<file path="config.mk">
export PLATFORM = sky130hd
export DESIGN_NAME = mbk_dist
export DESIGN_NICKNAME = d
export VERILOG_FILES = /design/src/sv/mbk_pkg.sv /design/src/sv/mbk_dist.sv
export SDC_FILE = /design/constraint.sdc
export NUM_CORES = 1
export LEC_CHECK = 0
export BUFFER_PORTS_ARGS = -buffer_cell sky130_fd_sc_hd__buf_4
export CAP_MARGIN = 0
export CELL_PAD_IN_SITES_DETAIL_PLACEMENT = 1
export CELL_PAD_IN_SITES_GLOBAL_PLACEMENT = 1
export CORE_MARGIN = 3
export CORE_UTILIZATION = 45
export CTS_CLUSTER_DIAMETER = 80
export DETAILED_ROUTE_END_ITERATION = 8
export GPL_TIMING_DRIVEN = 0
export PLACE_DENSITY_LB_ADDON = 0.25
export RECOVER_POWER = 25
export SYNTH_ARGS = -nofsm -noshare
export SYNTH_HDL_FRONTEND = slang
export SYNTH_SLANG_ARGS = --single-unit
</file>
<file path="constraint.sdc">
create_clock -name clk -period 6.05 [get_ports clk]
set_input_delay 0.3025 -clock clk [delete_from_list [all_inputs] [get_ports clk]]
set_output_delay 0.3025 -clock clk [all_outputs]
set_load 0.01 [all_outputs]
</file>
<file path="src/sv/mbk_pkg.sv">
`timescale 1ns / 1ps
package mbk_pkg;
  localparam int MAX_POINTS = 512;
  localparam int IDX_W      = $clog2(MAX_POINTS);
  localparam int CNT_W      = IDX_W + 1;
  localparam int CFG_W      = 10;
  localparam int CMP_W      = (CNT_W > CFG_W) ? CNT_W : CFG_W;
  localparam int COORD_W    = 16;
  localparam int MAG_W      = COORD_W;
  localparam int PROD_W     = 2 * MAG_W;
  localparam int SQ_W       = PROD_W + 1;
  localparam int DIST_W     = SQ_W + 1;
  localparam int LEN_W      = 25;
  localparam int RAD_W      = 2 * LEN_W;
  localparam int REM_W      = LEN_W + 3;
  localparam int SQRT_CNT_W = $clog2(LEN_W + 1);
  // joined points carry this value in the best-distance store
  localparam logic [DIST_W-1:0] DIST_JOINED = '1;
endpackage

</file>
<file path="src/sv/mbk_dist.sv">
`timescale 1ns / 1ps
module mbk_dist import mbk_pkg::*; (
  input  logic                      clk,
  input  logic signed [COORD_W-1:0] a_x,
  input  logic signed [COORD_W-1:0] a_y,
  input  logic signed [COORD_W-1:0] b_x,
  input  logic signed [COORD_W-1:0] b_y,
  output logic        [SQ_W-1:0]    dist_sq
);
  logic signed [COORD_W:0] dx, dy, ndx, ndy;
  logic [MAG_W-1:0]  adx_r, ady_r;
  logic [PROD_W-1:0] sqx_r, sqy_r;

  // absolute differences
  always_comb begin
    dx  = {a_x[COORD_W-1], a_x} - {b_x[COORD_W-1], b_x};
    dy  = {a_y[COORD_W-1], a_y} - {b_y[COORD_W-1], b_y};
    ndx = -dx;
    ndy = -dy;
  end

  // stage 1: magnitudes, stage 2: squares
  always_ff @(posedge clk) begin
    adx_r <= dx[COORD_W] ? ndx[MAG_W-1:0] : dx[MAG_W-1:0];
    ady_r <= dy[COORD_W] ? ndy[MAG_W-1:0] : dy[MAG_W-1:0];
    sqx_r <= adx_r * adx_r;
    sqy_r <= ady_r * ady_r;
  end

  assign dist_sq = {1'b0, sqx_r} + {1'b0, sqy_r};
endmodule

</file>
# Word-level counts from Yosys, hierarchy flattened
# Cells that the tools add are included.
# totals
ff_bits	96
latchBits	0
ramBits	0
rom_bits	0
in_bits	65
word_cells	13
mem_count	0
# op_classes
n_addsub	5
multipliers	2
n_div	0
order_cmp	0
eq_ne	0
n_shift	0
mux	2
n_bitwise	0
n_reduce_logical	0
# ops
cell	n
$mul 16x16->32	2
$sub 16x16->17	2
$add 32x32->33	1
$mux 16	2
$neg 16->16	2

# Logic depth before layout (Yosys ltp)
# logic_depth
ltp_word	3
ltp_mapped	25
ltp_nobuf	24

# Least setup slack after synthesis
# No wires, ideal clock.
# synth_timing
path_type	register to register
from	reg adx_r[1]
to	reg sqx_r[28]
setup_ns	0.072
arrival_time_ns	6.156
required_ns	5.978
slack_ns	-0.179
stages_incl_launch_ff	23
n_path_buf	2
path_cell_list	dfxtp_1 -> clkbuf_1 -> clkbuf_1 -> nand2_1 -> fa_1 -> inv_1 -> fa_1 -> inv_1 -> fa_1 -> fa_1 -> fa_1 -> fa_1 -> inv_1 -> ha_1 -> a21oi_1 -> o31ai_1 -> a221oi_1 -> o211ai_1 -> a22o_1 -> or4_1 -> a31o_2 -> a21oi_1 -> xnor2_1
# synth_between
elab_chain_cells	1
# synth_rtl
item	line_no	rtl
start: declaration	mbk_dist.sv:11	logic [MAG_W-1:0] adx_r, ady_r;
start signal: assignment	mbk_dist.sv:24	adx_r <= dx[COORD_W] ? ndx[MAG_W-1:0] : dx[MAG_W-1:0];
$mul 16x16->32	mbk_dist.sv:26	sqx_r <= adx_r * adx_r;
end signal: assignment	mbk_dist.sv:26	
end: declaration	mbk_dist.sv:12	logic [PROD_W-1:0] sqx_r, sqy_r;
# Every way passes these cells.

# Worst setup path after layout
# layout_timing
from	reg adx_r[0]
to	reg sqx_r[28]
# Same word-level chain as after synthesis.

==> flow_metrics.py <==
metrics = {
    "yosys": {
        "synthesis.nets": 2915,
        "avgSynthCellArea_um2": 8.76,
        "synth_area_leader_cell": "fa_1",
        "async_reset_ff_frac": 0,
        "syn_area_um2": 19800,
        "synth_top_cell_area_share": 0.330,
        "synth_area_leaders": "fa_1, ha_1, inv_1, dfxtp_1, xnor2_1",
        "synth_enable_flop_cells": 0,
        "yosysUniqueCellTypes": 70,
        "synth_seq_area_share": 0.0951,
        "synth_cells": 2259,
        "synthFlopType": "dfxtp_1",
        "synth_seq_cells": 94,
        "ys_warn_count": 0,
    },
    "finish": {
        "layout_common_cells": "inv_1, fa_1, ha_1",
        "final_common_cell": "inv_1",
        "fin_util": 0.540,
        "drive_gt1_frac": 0.163,
        "insertedDiodeCount": 0,
        "fin_nets": 3100,
        "fill_cells": 5044,
        "multi_input_area_um2": 16200,
        "regArea_um2": 1990,
        "areaGrowthSynthToFinish_pct": 18.0,
    },
    "timing": {
        "fin_tns_setup_ns": -0.908,
        "clock_skew_ns": 0.0168,
        "tightestPinTransition_ns": 0.682,
        "finalMaxSlewViolations": 0,
        "fmax_mhz": 158,
        "rsz0062_at_grt": "yes",
        "hold_viol": 0,
        "fin_crit_sh": 1.05,
        "finalSetupViolations": 6,
        "finalWorstSetupSlack_ns": -0.291,
        "maxSlewHeadroom": 0.541,
        "min_period_ns": 6.34,
    },
    "place": {
        "place.gp.congestion": 0.897,
        "io_buffers": 97,
        "dpl.hpwl_um": 44800,
    },
    "floorplanning": {
        "start_util": 0.457,
        "die_h_um": 216,
        "core-area_um2": 43300,
        "fp.dieW_um": 216,
        "design.die.area_um2": 46500,
        "io_pins": 98,
        "rows": 76,
    },
    "cts": {
        "cts_tree": "done",
        "clkTransAtPathRegs_ns": 0.07,
        "cts_made_buffers": 9,
        "hold_buffers": 0,
        "max-clock-path-buffers": 2,
        "h-tree-depth": 3,
        "insertion_delay_ns": 0.39,
        "cts_root_buf": "clkbuf_16",
        "cts_sinks": 94,
    },
    "min_path": {
        "hp-start": "b_x[0]",
        "min_path_type": "input port to register",
        "holdPathStages": 3,
    },
    "drt": {
        "drt_iter0_markers": 689,
        "drt_pass1_iterations": 5,
        "routed_wl_um": 56100,
        "via_count": 15800,
        "via_per_inst": 5.20,
        "final_antenna_net_count": 0,
        "drc": 0,
        "wire_per_inst_um": 18.5,
    },
    "grt": {
        "grt_pass1_wl_um": 89700,
        "gr-usage-met1": 0.314,
        "overflow": 0,
        "met3_usage": 0.0339,
        "grt_use_met2": 0.428,
        "grt.total_usage": 0.241,
        "grt_max_degree": 15,
        "grt_most_used_layer": "met2",
        "antenna_found_initial": 0,
        "grt_pass1_vias": 17700,
    },
    "worst_setup_path": {
        "crit_required_ns": 6.36,
        "critPathLaunch": "adx_r[0]$_DFF_P_",
        "r2r-start": "adx_r[0]$_DFF_P_",
        "arrival_ns": 6.65,
        "r2r_cells": 21,
        "startpoint_type": "register",
        "path_max_fanout": 10,
        "worstSetupPathType": "register to register",
        "critPathCaptureType": "register",
    },
    "outcome": {
        "status": "complete, but fails checks",
        "violations": "negative setup slack",
    },
    "flow_run": {
        "drv_cap": 0,
    },
}
## kinds of logic after synthesis
family | after synthesis | share of synthesized area
buffers and inverters | 613 | 0.116
adder cells (fa/ha/maj) | 591 | 0.497
AND/OR/NAND/NOR | 522 | 0.128
AO/OA/AOI/OAI | 288 | 0.0951
XOR/XNOR | 142 | 0.0628
flip-flops | 94 | 0.0951
multiplexers | 9 | 0.00487
## registers in the layout, summed over array words and instances, names as in the netlist
name and cells:
sqy_r 31, adx_r 16, sqx_r 31, ady_r 16
## area by class of cell
| type | count | area share |
|---|---|---|
| clock inverter | 3 | 0.00182 |
| inverter | 565 | 0.0914 |
| tap | 585 | 0.0313 |
| buffer | 45 | 0.0286 |
| timing repair buffer | 177 | 0.0586 |
| multi-input combinational | 1552 | 0.692 |
| sequential | 94 | 0.0851 |
| clock buffer | 13 | 0.0111 |
## critical path, stage by stage (launching register included)
cell        delay [ns]
dfxtp_4           0.41
clkbuf_4          0.23
clkinvlp_4        0.15
nor2_2            0.21
inv_1             0.09
fa_1              0.42
fa_1              0.41
inv_1             0.10
fa_1              0.45
fa_1              0.46
fa_1              0.55
fa_1              0.45
ha_1              0.37
nand2_2           0.12
nor2_1            0.06
a221oi_2          0.35
o211ai_1          0.22
a22o_1            0.25
or4_4             0.44
a31o_4            0.25
a21oi_2           0.13
xnor2_1           0.13
## metrics by stage
step	cell area, µm²	worst slack [ns]	std cells	hold WS (ns)
after detailed placement	21300	-1.34	2941	0.521
after CTS	22700	-0.182	2996	0.219
after floorplan	19800	0.00958	2259	0.342
final	23300	-0.291	3034	0.248
after global routing	23300	-0.480	3034	0.257
after global placement	21300	-1.24	2941	0.527
## final timing paths
kind | to | slack (ns)
worst max register to register | sqx_r[28]$_DFF_P_ | -0.29
worst min-delay path | adx_r[0]$_DFF_P_ | 0.25
worst min register to register | sqx_r[0]$_DFF_P_ | 0.45
worst max-delay path | sqx_r[28]$_DFF_P_ | -0.29
## Yosys cell counts, types with 3 or more instances
master / instances
and2_1: 86
nand3b_1: 4
or2_2: 8
a31oi_1: 10
clkbuf_1: 46
mux2_2: 5
a21o_1: 36
or3_1: 9
nor2b_1: 27
nor4_1: 6
a31o_2: 8
xnor2_1: 95
o21a_1: 21
dfxtp_1: 94
nand4_1: 5
o211ai_1: 12
nand3_1: 15
fa_1: 326
a21oi_1: 80
xor2_1: 47
nor2_1: 97
mux2i_1: 4
nor3b_1: 3
o2111ai_1: 5
a221oi_1: 4
a211oi_1: 13
o21bai_1: 10
nor3_1: 17
or4_1: 5
o21ai_0: 49
ha_1: 265
nor4b_1: 3
nand2b_1: 14
o31ai_1: 7
and3_1: 13
inv_1: 565
a22oi_1: 3
nand2_1: 198
## per-layer routing
layer | wire, µm | share of wire
met1 | 24200 | 0.43
met2 | 28600 | 0.51
met3 | 2310 | 0.041
met4 | 855 | 0.015
met5 | 0 | 0
## what timing repair did
item	CTS	global route
buffers inserted	41	39
gates resized for setup	241	91
endpoints found under the setup margin	35	18
pin swaps	38	56
Power is not shown: default switching activity piles up to over one toggle a cycle in this logic, so the estimate is an artifact.
