$ cat src/sv/mbk_pkg.sv
`timescale 1ns / 1ps
package mbk_pkg;
  localparam int MAX_POINTS = 512;
  localparam int IDX_W      = $clog2(MAX_POINTS);
  localparam int CNT_W      = IDX_W + 1;
  localparam int CFG_W      = 10;
  localparam int CMP_W      = (CNT_W > CFG_W) ? CNT_W : CFG_W;
  localparam int COORD_W    = 16;
  localparam int MAG_W      = COORD_W;
  localparam int PROD_W     = 2 * MAG_W;
  localparam int SQ_W       = PROD_W + 1;
  localparam int DIST_W     = SQ_W + 1;
  localparam int LEN_W      = 25;
  localparam int RAD_W      = 2 * LEN_W;
  localparam int REM_W      = LEN_W + 3;
  localparam int SQRT_CNT_W = $clog2(LEN_W + 1);
  // joined points carry this value in the best-distance store
  localparam logic [DIST_W-1:0] DIST_JOINED = '1;
endpackage

$ cat src/sv/mbk_sqrt.sv
`timescale 1ns / 1ps
module mbk_sqrt import mbk_pkg::*; (
  input  logic            clk,
  input  logic            rst_n,
  input  logic            go,
  input  logic [SQ_W-1:0] sq,
  output logic            done,
  output logic [LEN_W-1:0] root
);
  logic [RAD_W-1:0]      rad_r;
  logic [REM_W-1:0]      rem_r, rem_s, trial;
  logic [LEN_W-1:0]      root_r;
  logic [SQRT_CNT_W-1:0] cnt_r;
  logic                  run_r, done_r;

  // one result bit per step: shift in two radicand bits, trial subtract
  always_comb begin
    rem_s = {rem_r[REM_W-3:0], rad_r[RAD_W-1 -: 2]};
    trial = {1'b0, root_r, 2'b01};
  end

  always_ff @(posedge clk) begin
    if (!rst_n) begin
      run_r  <= 1'b0;
      done_r <= 1'b0;
      cnt_r  <= '0;
    end else begin
      done_r <= 1'b0;
      if (go) begin
        run_r <= 1'b1;
        cnt_r <= SQRT_CNT_W'(LEN_W - 1);
      end else if (run_r) begin
        if (cnt_r == '0) begin
          run_r  <= 1'b0;
          done_r <= 1'b1;
        end else begin
          cnt_r <= cnt_r - 1'b1;
        end
      end
    end
  end

  // datapath
  always_ff @(posedge clk) begin
    if (go) begin
      rad_r  <= {{(RAD_W - SQ_W - 16){1'b0}}, sq, 16'd0};
      rem_r  <= '0;
      root_r <= '0;
    end else if (run_r) begin
      rad_r <= {rad_r[RAD_W-3:0], 2'b00};
      if (rem_s >= trial) begin
        rem_r  <= rem_s - trial;
        root_r <= {root_r[LEN_W-2:0], 1'b1};
      end else begin
        rem_r  <= rem_s;
        root_r <= {root_r[LEN_W-2:0], 1'b0};
      end
    end
  end

  assign done = done_r;
  assign root = root_r;
endmodule

$ cat config.mk
export PLATFORM = sky130hd
export DESIGN_NAME = mbk_sqrt
export DESIGN_NICKNAME = d
export VERILOG_FILES = /design/src/sv/mbk_pkg.sv /design/src/sv/mbk_sqrt.sv
export SDC_FILE = /design/constraint.sdc
export NUM_CORES = 1
export LEC_CHECK = 0
export BUFFER_PORTS_ARGS = -buffer_cell sky130_fd_sc_hd__buf_4
export CAP_MARGIN = 20
export CORE_MARGIN = 2
export CORE_UTILIZATION = 45
export DETAILED_ROUTE_END_ITERATION = 16
export PLACE_DENSITY_LB_ADDON = 0.15
export SLEW_MARGIN = 20
export SYNTH_ARGS = -nofsm -noshare
export SYNTH_HDL_FRONTEND = slang
export SYNTH_SLANG_ARGS = --single-unit
$ cat constraint.sdc
create_clock -name clk -period 2.48 [get_ports clk]
set_clock_uncertainty 0.05 [all_clocks]
set_input_delay 0.496 -clock clk [delete_from_list [all_inputs] [get_ports clk]]
set_output_delay 0.496 -clock clk [all_outputs]
set_load 0.01 [all_outputs]
Word level (Yosys, flattened, before mapping)
Index checks and enable logic that the tools add are counted.

Register bits: 92. Bits of input ports: 36. Output and inout port bits: 26.

Add/sub/neg operators: 2. $lt $le $gt $ge: 1. Equality and inequality tests: 1. Mux-type cells: 11. Bitwise operators: 3. Reduce and logical (&&, ||, !) cells: 6.

Operators with widths (count): $mux 49 (2); $ge 28x27->1 (1); $mux 26 (1); $sub 26x26->26 (1); $mux 5 (3); $logic_not 5->1 (1); $mux 1 (5); $sub 5x1->5 const B (1); $reduce_and 2->1 (2); $not 1->1 (3); $reduce_or 3->1 (1); $ne 2x2->1 const B (1); $reduce_bool 2->1 (1); $reduce_or 2->1 (1).

Logic depth before layout (Yosys ltp)
Depth after elaboration: 4. Gate-level depth with buffers: 12. Depth with buffers taken out: 10.

Worst setup path after synthesis
Ideal clock, no wire load.

Kind: reg2reg. Start: register root_r[15], in the netlist root[15]. End: register rem_r[4]. Library setup time: 0.088 ns. Data arrival time: 2.610 ns. Data required time: 2.342 ns. Path slack: -0.268 ns. Stages on the path, launching flop included: 13. Cells stage by stage: dfxtp_1 inv_1 ha_1 clkbuf_2 nand2_1 or4_4 nor4_1 nor2_1 o2111ai_2 nand2_2 buf_6 a211o_1 a311oi_2.

Word-level cells in the longest chain between the ends: 2.

RTL lines: start: declaration (line mbk_sqrt.sv:12) `logic [LEN_W-1:0] root_r;`; start signal: assignment (line mbk_sqrt.sv:53) `root_r <= {root_r[LEN_W-2:0], 1'b1};`; start signal: assignment (line mbk_sqrt.sv:56) `root_r <= {root_r[LEN_W-2:0], 1'b0};`; $ge 28x27->1 (line mbk_sqrt.sv:51) `if (rem_s >= trial) begin`; $mux 26 (line mbk_sqrt.sv:51); end signal: assignment (line mbk_sqrt.sv:52) `rem_r <= rem_s - trial;`; end signal: assignment (line mbk_sqrt.sv:55) `rem_r <= rem_s;`; end: declaration (line mbk_sqrt.sv:11) `logic [REM_W-1:0] rem_r, rem_s, trial;`.

Every way passes these cells. A chain may end at the register's enable or synchronous reset.

Worst setup path after layout
Start: register root_r[16], in the netlist root[16]. End: register rem_r[4].

The elaborated chain is that of the path after synthesis.

==> impl_results.md <==
* WL per Instance at 14.7 µm
* Fill cell count at 939
* Fmax at 0.392 GHz
* Final TNS setup at -0.125 ns
* HPWL Detailed at 8650 µm
* DIE WIDTH at approximately 110 µm
* Post-synth top flop: dfxtp_1
* H-tree depth at 3
* Clk root buf: clkbuf_16
* Slew margin rel. at 64.9%
* Yosys cell types at 57
* Outcome: finished with violations
* CTS Hold Buffers Added at 0
* Worst min-delay path class: input port to register
* Clock buffer depth at 2
* Synth Net Count at 609
* Area leader, netlist: dfxtp_1
* N_diodes at 0
* Core area at 11400 µm²
* Post-synth EDFFs at 33
* Routed via count at 4383
* Clock Pin Slew Worst Setup and Hold Paths at ~0.07 ns
* Row cnt at 39
* All-Layer GR Usage at about 20%
* Area share of the largest cell type after synthesis at a little under a quarter
* Setup WS post-layout at -0.0714 ns
* Final layout net count at 740
* GRT overflow at 0
* Mean post-synth cell area at ~9.6 µm²
* CTS Sinks at 92
* Final setup vio count at 5
* TritonRoute pass-1 iters at 4
* IO Pins at 62
* Global-route wire length before repair at 20500 µm
* Synth warn at 0
* Layout cell share with drive strength beyond 1 at 39.6%
* Gp weighted congestion at 0.905
* CP required at 2.70 ns
* Pin count of the biggest net entering global routing at 44
* Final period util at 103%
* Minimum clock period at roughly 2.6 ns
* Peak fanout along the critical path at 5
* Slew Limit Fails at 0
* Seq/Total Area, Yosys at between 40% and 50%
* Async S/R FF share, synth at 0%
* CP startpoint kind: register
* Crit path DAT at between 2 and 3 ns
* Synthesized area at 5230 µm²
* Synth cell count leaders: 67 x nor2_1, 59 x dfxtp_1, 45 x mux2i_1
* RSZ-0062 raised after global routing: yes
* CP Class: register to register
* Die area at between 10000 and 15000 µm²
* Post-synthesis instance total at 544
* Vias in the first global route at 4458
* CTS tree: done
* Initial antenna violation count at 0
* DIE HEIGHT at about 110 µm
* Clock latency at the later pin of the worst-skew pair at 0.35 ns
* Drc violations at 0
* Area Growth Syn to Fin at 37.0%
* P_leak at 2.99 nW
* Top-count cell post-synth: nor2_1
* Dominant cells by area after synthesis: dfxtp_1 23%, edfxtp_1 19%, mux2i_1 8.6%, ha_1 6.9%, mux2_2 6.7%
* Cts bufs inserted at 9
* Worst IR drop on VDD at 0.000689 V
* Final count of hold timing violations at 0
* Initial Util at 46.0%
* Max-cap violations at 0
* Iter 0 DRT Violations at 147
* Post-route ant nets at 0
* Hold slack at ~0.34 ns
* Final wirelength at 12100 µm
* Vias per cell at around 5.3
* Violated checks: setup timing
* Slew @ Worst Pin at roughly 0.53 ns
* Critical Path End Type: register
* Synth Register Bits at 92
* Port bufs at 61
* Pwr/cell area at ~1200 nW/µm²
registers in the layout (all words and copies together) (netlist names):
| register | count |
|---|---|
| cnt_r | 5 |
| done | 1 |
| rad_r | 34 |
| rem_r | 26 |
| root | 25 |
| run_r | 1 |
power by group:
group | switching [mW] | internal [mW] | leakage, nW
sequential | 0.144 | 1.78 | 0.821
clock | 0.621 | 0.792 | 0.144
combinational | 2.59 | 2.96 | 2.02
worst max-delay path, stage by stage, from the launching register on:
cell,delay (ns)
dfxtp_2,0.34
inv_2,0.05
ha_4,0.27
nand2_4,0.05
or4_4,0.56
buf_6,0.15
o2111ai_4,0.22
nand2_4,0.14
buf_6,0.16
a211o_1,0.24
a311oi_2,0.23
through the flow:
| step | worst slack, ns | power [mW] | utilization, % | cells | instance area, µm² |
|---|---|---|---|---|---|
| after CTS | -0.0794 | 8.63 | 61.3 | 820 | 6960 |
| after global placement | -0.125 | 6.27 | 56.7 | 797 | 6440 |
| after detailed placement | -0.182 | 6.35 | 56.7 | 797 | 6440 |
| final | -0.0714 | 8.88 | 63.0 | 823 | 7170 |
| after global routing | -0.163 | 9.48 | 63.0 | 823 | 7170 |
| after floorplan | -0.111 | 4.97 | - | 544 | 5320 |
layout make-up:
type	count	area (µm²)	area share [%]
clock buffer	10	229	3.20
clock inverter	6	72.6	1.01
inverter	37	139	1.94
multi-input combinational	387	3170	44.2
sequential	92	2190	30.6
tap	143	179	2.50
timing repair buffer	148	1180	16.5
metal layers:
| layer | share of wire [%] | global-route usage, % | wire length, µm |
|---|---|---|---|
| met1 | 43 | 23.7 | 5230 |
| met2 | 50 | 34.4 | 6070 |
| met3 | 4.6 | 5.28 | 555 |
| met4 | 1.9 | 7.98 | 232 |
| met5 | 0 | 0 | 0 |
cells in the final DEF (no fill, tap or decap), types with 10 or more instances in the layout:
| cell | Yosys | layout |
|---|---|---|
| a211oi_1 | 20 | 17 |
| a21oi_1 | 31 | 23 |
| buf_4 | 1 | 138 |
| dfxtp_1 | 59 | 43 |
| dfxtp_2 | 0 | 15 |
| edfxtp_1 | 33 | 33 |
| ha_1 | 29 | 16 |
| ha_4 | 0 | 12 |
| inv_1 | 36 | 26 |
| inv_2 | 1 | 11 |
| mux2_2 | 31 | 31 |
| mux2i_1 | 45 | 43 |
| nand2_1 | 23 | 21 |
| nor2_1 | 67 | 66 |
| o21ai_1 | 0 | 10 |
| xnor2_1 | 13 | 13 |
| xor2_1 | 10 | 10 |
cell families after synthesis:
group | Yosys count | share of synthesized area [%]
flops | 92 | 41.5
buf+inv | 65 | 4.97
simple gates | 147 | 13.3
mux | 76 | 15.3
fa+ha+maj | 29 | 6.94
compound gates | 112 | 14.1
xor+xnor | 23 | 3.85
path summary, 6_finish.rpt:
check	start	to	slack, ns	cells after the start
max	root[16]	rem_r[4]	-0.07	10
min	rst_n	cnt_r[4]	0.34	2
min reg2reg	rad_r[47]	rad_r[49]	0.45	2
max reg2reg	root[16]	rem_r[4]	-0.07	10
timing repair:
| action | CTS | global route |
|---|---|---|
| setup endpoints to repair | 25 | 26 |
| buffers inserted | 6 | 4 |
| pin swaps | 27 | 23 |
| gates cloned | 1 | 0 |
| resized for setup | 32 | 53 |
Note: power is estimated with default switching activity, not from simulation.
